## config.mk

```make
export PLATFORM = sky130hd
export DESIGN_NAME = cartridge_bank_controller_rtc_unit
export DESIGN_NICKNAME = d
export VERILOG_FILES = /design/src/sv/cbc_pkg.sv /design/src/sv/cbc_rtc.sv /design/src/sv/cbc_decode.sv /design/src/sv/cartridge_bank_controller_rtc_unit.sv
export SDC_FILE = /design/constraint.sdc
export NUM_CORES = 1
export LEC_CHECK = 0
export BUFFER_PORTS_ARGS = -buffer_cell sky130_fd_sc_hd__buf_2
export CAP_MARGIN = 20
export CORE_MARGIN = 2
export CORE_UTILIZATION = 40
export CTS_BUF_LIST = sky130_fd_sc_hd__clkbuf_4
export DETAILED_ROUTE_END_ITERATION = 8
export SLEW_MARGIN = 5
export SYNTH_ARGS = -nofsm -noshare
export SYNTH_HDL_FRONTEND = slang
export SYNTH_SLANG_ARGS = --single-unit
```

## constraint.sdc

```tcl
create_clock -name clk -period 10.8 [get_ports clk]
set_clock_uncertainty 0.05 [all_clocks]
set_input_delay 2.16 -clock clk [delete_from_list [all_inputs] [get_ports clk]]
set_output_delay 2.16 -clock clk [all_outputs]
set_load 0.05 [all_outputs]
```

## src/sv/cbc_pkg.sv

```systemverilog
`default_nettype none
package cbc_pkg;

    typedef enum logic [1:0] {
        OP_READ  = 2'd0,
        OP_WRITE = 2'd1,
        OP_TICK  = 2'd2,
        OP_NONE  = 2'd3
    } op_t;

    typedef enum logic [1:0] {
        TGT_ROM  = 2'd0,
        TGT_RAM  = 2'd1,
        TGT_DATA = 2'd2,
        TGT_NONE = 2'd3
    } target_t;

    localparam logic [1:0] CFG_ROM_MASK      = 2'd0;
    localparam logic [1:0] CFG_RAM_PRESENT   = 2'd1;
    localparam logic [1:0] CFG_RAM_MASK      = 2'd2;
    localparam logic [1:0] CFG_CLOCK_PRESENT = 2'd3;

    localparam logic [2:0] RTC_SEC  = 3'd0;
    localparam logic [2:0] RTC_MIN  = 3'd1;
    localparam logic [2:0] RTC_HOUR = 3'd2;
    localparam logic [2:0] RTC_DAYL = 3'd3;
    localparam logic [2:0] RTC_DAYH = 3'd4;
    localparam int RTC_REGS = 5;

    localparam logic [7:0] SEL_CLOCK_FIRST = 8'h08;
    localparam logic [7:0] SEL_CLOCK_LAST  = 8'h0C;
    localparam logic [7:0] SEL_RAM_LAST    = 8'h07;

    localparam logic [3:0] RAM_ENABLE_KEY = 4'hA;
    localparam logic [7:0] OPEN_BUS       = 8'hFF;

    localparam int SEC_PER_MIN  = 60;
    localparam int MIN_PER_HOUR = 60;
    localparam int HOUR_PER_DAY = 24;

    localparam int DAYH_DAY8  = 0;
    localparam int DAYH_HALT  = 6;
    localparam int DAYH_CARRY = 7;

    typedef struct packed {
        logic       tick;
        logic       wr;
        logic [2:0] idx;
        logic       latch;
        logic [7:0] wdata;
    } rtc_ctrl_t;

    typedef struct packed {
        logic       en_we;
        logic       en_val;
        logic       bank_we;
        logic [6:0] bank_val;
        logic       sel_we;
        logic       latch_we;
    } map_upd_t;

    function automatic logic [2:0] div_by_60(input logic [8:0] v);
        logic [2:0] q;
        q = 3'd0;
        for (int k = 1; k <= 4; k++)
        begin
            if (v >= 9'(k * SEC_PER_MIN))
            begin
                q = 3'(k);
            end
        end
        return q;
    endfunction

    function automatic logic [3:0] div_by_24(input logic [8:0] v);
        logic [3:0] q;
        q = 4'd0;
        for (int k = 1; k <= 10; k++)
        begin
            if (v >= 9'(k * HOUR_PER_DAY))
            begin
                q = 4'(k);
            end
        end
        return q;
    endfunction

endpackage
`default_nettype wire

```

## src/sv/cbc_rtc.sv

```systemverilog
`default_nettype none
module cbc_rtc
    import cbc_pkg::*;
(
    input  logic      clk,
    input  logic      rst_n,
    input  logic      step,
    input  rtc_ctrl_t ctrl,
    input  logic [2:0] rd_idx,
    output logic [7:0] rd_byte
);

    logic [7:0] sec_reg, min_reg, hour_reg, dayl_reg, dayh_reg;
    logic [7:0] sec_next, min_next, hour_next, dayl_next, dayh_next;
    logic [7:0] latched_reg [RTC_REGS];

    logic [8:0] s_sum, m_sum, h_sum;
    logic [2:0] s_q, m_q;
    logic [3:0] h_q;
    logic [9:0] d_sum;

    always_comb
    begin
        s_sum = {1'b0, sec_reg} + 9'd1;
        s_q   = div_by_60(s_sum);
        m_sum = {1'b0, min_reg} + 9'(s_q);
        m_q   = div_by_60(m_sum);
        h_sum = {1'b0, hour_reg} + 9'(m_q);
        h_q   = div_by_24(h_sum);
        d_sum = {1'b0, dayh_reg[DAYH_DAY8], dayl_reg} + 10'(h_q);

        sec_next  = sec_reg;
        min_next  = min_reg;
        hour_next = hour_reg;
        dayl_next = dayl_reg;
        dayh_next = dayh_reg;

        if (ctrl.tick && !dayh_reg[DAYH_HALT])
        begin
            sec_next  = 8'(s_sum - 9'(s_q) * 9'(SEC_PER_MIN));
            min_next  = 8'(m_sum - 9'(m_q) * 9'(MIN_PER_HOUR));
            hour_next = 8'(h_sum - 9'(h_q) * 9'(HOUR_PER_DAY));
            dayl_next = d_sum[7:0];
            dayh_next = {dayh_reg[DAYH_CARRY] | d_sum[9], dayh_reg[6:1], d_sum[8]};
        end
        else if (ctrl.wr)
        begin
            case (ctrl.idx)
                RTC_SEC:  sec_next  = ctrl.wdata;
                RTC_MIN:  min_next  = ctrl.wdata;
                RTC_HOUR: hour_next = ctrl.wdata;
                RTC_DAYL: dayl_next = ctrl.wdata;
                default:  dayh_next = ctrl.wdata;
            endcase
        end
    end

    always_ff @(posedge clk or negedge rst_n)
    begin
        if (!rst_n)
        begin
            sec_reg  <= '0;
            min_reg  <= '0;
            hour_reg <= '0;
            dayl_reg <= '0;
            dayh_reg <= '0;
            for (int i = 0; i < RTC_REGS; i++)
            begin
                latched_reg[i] <= '0;
            end
        end
        else if (step)
        begin
            sec_reg  <= sec_next;
            min_reg  <= min_next;
            hour_reg <= hour_next;
            dayl_reg <= dayl_next;
            dayh_reg <= dayh_next;
            if (ctrl.latch)
            begin
                latched_reg[RTC_SEC]  <= sec_reg;
                latched_reg[RTC_MIN]  <= min_reg;
                latched_reg[RTC_HOUR] <= hour_reg;
                latched_reg[RTC_DAYL] <= dayl_reg;
                latched_reg[RTC_DAYH] <= dayh_reg;
            end
        end
    end

    always_comb
    begin
        case (rd_idx)
            RTC_SEC:  rd_byte = latched_reg[RTC_SEC];
            RTC_MIN:  rd_byte = latched_reg[RTC_MIN];
            RTC_HOUR: rd_byte = latched_reg[RTC_HOUR];
            RTC_DAYL: rd_byte = latched_reg[RTC_DAYL];
            RTC_DAYH: rd_byte = latched_reg[RTC_DAYH];
            default:  rd_byte = latched_reg[RTC_SEC];
        endcase
    end

endmodule
`default_nettype wire

```

## src/sv/cbc_decode.sv

```systemverilog
`default_nettype none
module cbc_decode
    import cbc_pkg::*;
(
    input  logic [1:0]  operation,
    input  logic [15:0] address,
    input  logic [7:0]  data,
    input  logic [6:0]  rom_bank_mask,
    input  logic        ram_present,
    input  logic [2:0]  ram_bank_mask,
    input  logic        clock_present,
    input  logic        ram_enabled,
    input  logic [6:0]  rom_bank,
    input  logic [7:0]  sel,
    input  logic [7:0]  last_latch,
    input  logic [7:0]  clock_byte,
    output rtc_ctrl_t   rtc_ctrl,
    output map_upd_t    upd,
    output target_t     target,
    output logic [20:0] mapped_address,
    output logic        write_enable,
    output logic [7:0]  read_data
);

    logic ram_ok, clk_ok, ram_win;
    logic [20:0] ram_addr;
    op_t op;

    always_comb
    begin
        op       = op_t'(operation);
        ram_ok   = ram_enabled && ram_present && (sel <= SEL_RAM_LAST);
        clk_ok   = ram_enabled && clock_present
                   && (sel >= SEL_CLOCK_FIRST) && (sel <= SEL_CLOCK_LAST);
        ram_win  = (address[15:13] == 3'b101);
        ram_addr = 21'({sel[2:0] & ram_bank_mask, address[12:0]});

        target         = TGT_NONE;
        mapped_address = '0;
        write_enable   = 1'b0;
        read_data      = '0;

        rtc_ctrl       = '0;
        rtc_ctrl.idx   = sel[2:0];
        rtc_ctrl.wdata = data;
        upd            = '0;
        upd.en_val     = (data[3:0] == RAM_ENABLE_KEY);
        upd.bank_val   = (data[6:0] == 7'd0) ? 7'd1 : data[6:0];

        case (op)
            OP_READ:
            begin
                read_data = OPEN_BUS;
                if (!address[15])
                begin
                    target    = TGT_ROM;
                    read_data = '0;
                    if (address[14])
                    begin
                        mapped_address = {rom_bank & rom_bank_mask, address[13:0]};
                    end
                    else
                    begin
                        mapped_address = 21'(address[13:0]);
                    end
                end
                else if (ram_win)
                begin
                    target = TGT_DATA;
                    if (ram_ok)
                    begin
                        target         = TGT_RAM;
                        read_data      = '0;
                        mapped_address = ram_addr;
                    end
                    else if (clk_ok)
                    begin
                        read_data = clock_byte;
                    end
                end
            end
            OP_WRITE:
            begin
                case (address[15:13])
                    3'b000: upd.en_we   = 1'b1;
                    3'b001: upd.bank_we = 1'b1;
                    3'b010: upd.sel_we  = 1'b1;
                    3'b011:
                    begin
                        upd.latch_we   = 1'b1;
                        rtc_ctrl.latch = (last_latch == 8'd0) && (data == 8'd1);
                    end
                    3'b101:
                    begin
                        if (ram_ok)
                        begin
                            target         = TGT_RAM;
                            write_enable   = 1'b1;
                            mapped_address = ram_addr;
                        end
                        else if (clk_ok)
                        begin
                            target      = TGT_DATA;
                            rtc_ctrl.wr = 1'b1;
                        end
                    end
                    default: ;
                endcase
            end
            OP_TICK: rtc_ctrl.tick = clock_present;
            default: ;
        endcase
    end

endmodule
`default_nettype wire

```

## src/sv/cartridge_bank_controller_rtc_unit.sv

```systemverilog
// Banked ROM/RAM cartridge mapper with a real-time clock. Each input beat is
// a bus read or write, a one-second tick or a no-op, and gives exactly one
// result beat with the target, the physical ROM or RAM address, the RAM write
// strobe and the clock or open-bus read byte. A beat passes the input and the
// result register in turn; a new beat is taken every cycle unless out_stall
// holds the result. Mapper and clock state update with the result register,
// so the next beat sees it at once. The user must write configuration through
// cfg_we/cfg_index/cfg_data with no beat in flight; the block does not check.
`default_nettype none
module cartridge_bank_controller_rtc_unit
    import cbc_pkg::*;
(
    input  logic        clk,
    input  logic        rst_n,
    input  logic        cfg_we,
    input  logic [1:0]  cfg_index,
    input  logic [6:0]  cfg_data,
    input  logic        in_valid,
    output logic        in_stall,
    input  logic [1:0]  operation,
    input  logic [15:0] address,
    input  logic [7:0]  data,
    output logic        out_valid,
    input  logic        out_stall,
    output logic [1:0]  target,
    output logic [20:0] mapped_address,
    output logic        write_enable,
    output logic [7:0]  read_data
);

    logic [6:0] rom_mask_reg;
    logic       ram_present_reg;
    logic [2:0] ram_mask_reg;
    logic       clock_present_reg;

    logic       ram_enabled_reg;
    logic [6:0] rom_bank_reg;
    logic [7:0] sel_reg;
    logic [7:0] last_latch_reg;

    logic        in_valid_reg;
    logic [1:0]  op_reg;
    logic [15:0] addr_reg;
    logic [7:0]  data_reg;

    logic        out_valid_reg;
    logic [1:0]  target_reg;
    logic [20:0] mapped_reg;
    logic        we_reg;
    logic [7:0]  rdata_reg;

    logic        advance;
    rtc_ctrl_t   rtc_ctrl;
    map_upd_t    upd;
    target_t     tgt_next;
    logic [20:0] mapped_next;
    logic        we_next;
    logic [7:0]  rdata_next;
    logic [7:0]  clock_byte;

    assign advance  = in_valid_reg && !(out_valid_reg && out_stall);
    assign in_stall = in_valid_reg && out_valid_reg && out_stall;

    always_ff @(posedge clk or negedge rst_n)
    begin
        if (!rst_n)
        begin
            rom_mask_reg      <= 7'h7F;
            ram_present_reg   <= 1'b1;
            ram_mask_reg      <= 3'd3;
            clock_present_reg <= 1'b1;
        end
        else if (cfg_we)
        begin
            case (cfg_index)
                CFG_ROM_MASK:      rom_mask_reg      <= cfg_data;
                CFG_RAM_PRESENT:   ram_present_reg   <= cfg_data[0];
                CFG_RAM_MASK:      ram_mask_reg      <= cfg_data[2:0];
                CFG_CLOCK_PRESENT: clock_present_reg <= cfg_data[0];
                default: ;
            endcase
        end
    end

    always_ff @(posedge clk or negedge rst_n)
    begin
        if (!rst_n)
        begin
            in_valid_reg <= 1'b0;
        end
        else if (!in_stall)
        begin
            in_valid_reg <= in_valid;
        end
    end

    always_ff @(posedge clk)
    begin
        if (!in_stall && in_valid)
        begin
            op_reg   <= operation;
            addr_reg <= address;
            data_reg <= data;
        end
    end

    cbc_decode u_decode (
        .operation      (op_reg),
        .address        (addr_reg),
        .data           (data_reg),
        .rom_bank_mask  (rom_mask_reg),
        .ram_present    (ram_present_reg),
        .ram_bank_mask  (ram_mask_reg),
        .clock_present  (clock_present_reg),
        .ram_enabled    (ram_enabled_reg),
        .rom_bank       (rom_bank_reg),
        .sel            (sel_reg),
        .last_latch     (last_latch_reg),
        .clock_byte     (clock_byte),
        .rtc_ctrl       (rtc_ctrl),
        .upd            (upd),
        .target         (tgt_next),
        .mapped_address (mapped_next),
        .write_enable   (we_next),
        .read_data      (rdata_next)
    );

    cbc_rtc u_rtc (
        .clk     (clk),
        .rst_n   (rst_n),
        .step    (advance),
        .ctrl    (rtc_ctrl),
        .rd_idx  (sel_reg[2:0]),
        .rd_byte (clock_byte)
    );

    always_ff @(posedge clk or negedge rst_n)
    begin
        if (!rst_n)
        begin
            ram_enabled_reg <= 1'b0;
            rom_bank_reg    <= 7'd1;
            sel_reg         <= '0;
            last_latch_reg  <= '0;
        end
        else if (advance)
        begin
            if (upd.en_we)
            begin
                ram_enabled_reg <= upd.en_val;
            end
            if (upd.bank_we)
            begin
                rom_bank_reg <= upd.bank_val;
            end
            if (upd.sel_we)
            begin
                sel_reg <= data_reg;
            end
            if (upd.latch_we)
            begin
                last_latch_reg <= data_reg;
            end
        end
    end

    always_ff @(posedge clk or negedge rst_n)
    begin
        if (!rst_n)
        begin
            out_valid_reg <= 1'b0;
        end
        else if (advance)
        begin
            out_valid_reg <= 1'b1;
        end
        else if (!out_stall)
        begin
            out_valid_reg <= 1'b0;
        end
    end

    always_ff @(posedge clk)
    begin
        if (advance)
        begin
            target_reg <= tgt_next;
            mapped_reg <= mapped_next;
            we_reg     <= we_next;
            rdata_reg  <= rdata_next;
        end
    end

    assign out_valid      = out_valid_reg;
    assign target         = target_reg;
    assign mapped_address = mapped_reg;
    assign write_enable   = we_reg;
    assign read_data      = rdata_reg;

endmodule
`default_nettype wire

```

==> flow_summary.toml <==
[global_route]
overflow = 0
grt_pass1_vias = 6221
antenna_found_initial = 1
grt_pass1_wl_mm = 34.0
grt_max_degree = 82
track_usage = 0.180

[detailed_routing]
via_per_inst = 5.25
drc_errors = 0
routed_wl_mm = 21.4
firstDrtPassIters = 5
ant_nets = 0
drt_iter0_markers = 413
wl_per_cell_um = 17.4
vias = 6448

[clock_network]
cts_max_path_buffers = 2
cts.sinks = 176
root_buffer = "clkbuf_4"
path_clk_slew_ns = 0.17
cts-resized-gates = 0
cts_tree = "done"
htree_num_levels = 4
clock_latency_ns = 0.58
cts_setup_buffers = 0
numCtsBuffers = 17
ctsHoldBuffers = 0

[floorplan]
fp.dieW_um = 157
dieHeight_um = 157
dieArea_mm2 = 0.0247
rows = 56
io_pins = 74
start_util = 0.403
coreArea_mm2 = 0.0233

[synthesis]
synthSimpleGateAreaFrac = 0.130
synth.net_count = 915
synth.cell_area_mm2 = 0.00937
synth_edf_count = 58
synth_flop_cell = "dfrtp_1"
yosysUniqueCellTypes = 68
ys_seq_elements = 176
seq_area_frac_synth = 0.503
synth_mux_area_frac = 0.124
synth_xor_area_frac = 0.0363
synthCells = 837
async_flop_share = 0.670
synth_top_family_by_area = "simple AND/OR/NAND/NOR gates"
synth_compound_area_frac = 0.119
yosysWarnings = 0
synth.avg_cell_area_um2 = 11.2
synth-adder-area-share = 0.0582

[power_and_ir_drop]
vdd_drop_max_v = 0.000186
cellPowerDensity_mw_per_mm2 = 271
power.total_mw = 2.81
power.leakage_nw = 4.50

[place]
dp_hpwl_mm = 15.3
place_inst = 1193
gp_congestion = 0.791
portBuffers = 73

[sta]
fmax_mhz = 102
slew_headroom = 0.327
fin_crit_sh = 0.910
setup_viol = 0
rsz0062_at_grt = "no"
setup_tns_ns = 0
min_period_ns = 9.83
slew_viol_final = 0
worst_slew_pin_slew_ns = 1.01
final_hold_viol_count = 0
hold_ws_ns = 0.448

[worst_setup_path]
crit_top_cell = "ha_1"
slowest_delay_ns = 0.82
endpoint_kind = "flip-flop"
crit_slowest_cell = "xor2_1"
critPathLaunchType = "flip-flop"
cp_num_buf_inv = 4
worstPathRequired_ns = 11.23
critical-path-top-delay-family = "compound AO/OA/AOI/OAI gates"
path_max_fanout = 15
critPathKind = "reg -> reg"
cp.arrival_ns = 10.27

[worst_hold_path]
min_path_type = "reg -> reg"

[status]
status = "completed"

[final_layout]
nets = 973
final_cell_mix = "106 x dfrtp_1, 89 x mux2_2, 85 x a21oi_1"
layout_commonest_cell = "dfrtp_1"
fin_cells = 1228
multi_input_area_mm2 = 0.00440
final_core_util = 0.445
final_layout_size_suffix_gt1_frac = 0.251
fill_cells = 2231
area_growth_pct = 10.4
register_area_mm2 = 0.00471
largest_reg_flops = 40

[flow_run]
max-cap-violations = 0
-- stage by stage --
| stage | worst slack, ns | area (um2) |
|---|---|---|
| finish | 0.967 | 10300 |
| CTS | 1.05 | 10300 |
| floorplan | 2.49 | 9370 |
| global route | 0.181 | 10300 |
| global placement | 1.46 | 10000 |
| detailed placement | 1.09 | 10000 |
-- Yosys cell counts (6+ instances only) --
master | number | area [um2]
edfxtp_1 | 58 | 1740
mux2i_1 | 16 | 160
clkbuf_1 | 17 | 63.8
xnor2_1 | 27 | 236
nor2b_1 | 14 | 87.6
nand3_1 | 22 | 110
o211ai_1 | 6 | 45.0
dfstp_2 | 12 | 315
a22oi_1 | 7 | 52.6
and2_1 | 25 | 156
nand2_1 | 43 | 161
mux2_2 | 89 | 1000
nand3b_1 | 6 | 45.0
nor2_1 | 54 | 203
nand2b_1 | 12 | 75.1
inv_1 | 25 | 93.8
xor2_1 | 10 | 87.6
and3_1 | 14 | 87.6
o21ai_0 | 33 | 165
ha_1 | 30 | 375
a21oi_1 | 85 | 425
a21o_1 | 14 | 105
fa_1 | 8 | 160
a31oi_1 | 7 | 43.8
dfrtp_1 | 106 | 2650
buf_2 | 20 | 100
-- worst min-delay path, cell delays in order (launching register included) --
cell     delay [ns]
dfstp_2        0.41
nand2_1        0.04
o21ai_0        0.06
-- logic make-up after synthesis --
| kind of cell | count (synthesis) |
|---|---|
| adder cells (fa/ha/maj) | 39 |
| AND/OR/NAND/NOR | 228 |
| AO/OA/AOI/OAI | 185 |
| buffers and inverters | 66 |
| multiplexers | 105 |
| XOR/XNOR | 38 |
| flip-flops | 176 |
-- report_power, final --
group | total (mW) | internal [mW] | switching [mW]
Clock | 0.372 | 0.108 | 0.264
Combinational | 1.50 | 0.664 | 0.839
Sequential | 0.935 | 0.791 | 0.144
Total | 2.81 | 1.56 | 1.25
-- area by class of cell --
class | instances | share of cell area
flip-flops and latches | 176 | 0.455
multi-input cells | 595 | 0.425
repair buffers | 80 | 0.0429
well taps | 319 | 0.0386
clock inverters | 15 | 0.0167
clock buffers | 17 | 0.0123
inverters | 25 | 0.00907
diodes | 1 | 0.000242
-- layer usage --
metal  up-vias  share of wire  global-route usage
met1      3185           0.49               0.258
met2       102           0.47               0.282
li1       3141              -                   -
met4         0          0.013              0.0502
met3        20          0.027              0.0306
met5         -              0                   0
-- worst paths after layout --
kind,from,to,slack [ns],cells after the start
hold / removal,rom_bank_reg[0],rom_bank_reg[0],0.45,2
hold reg to reg,rom_bank_reg[0],rom_bank_reg[0],0.45,2
setup reg to reg,u_rtc.sec_reg[0],u_rtc.hour_reg[7],0.97,38
max in group asynchronous,rst_n,u_rtc.dayl_reg[3],8.09,3
min in group asynchronous,rst_n,rom_bank_reg[4],1.47,1
setup / recovery,u_rtc.sec_reg[0],u_rtc.hour_reg[7],0.97,38
No activity file was read; power rests on OpenSTA's default activity.
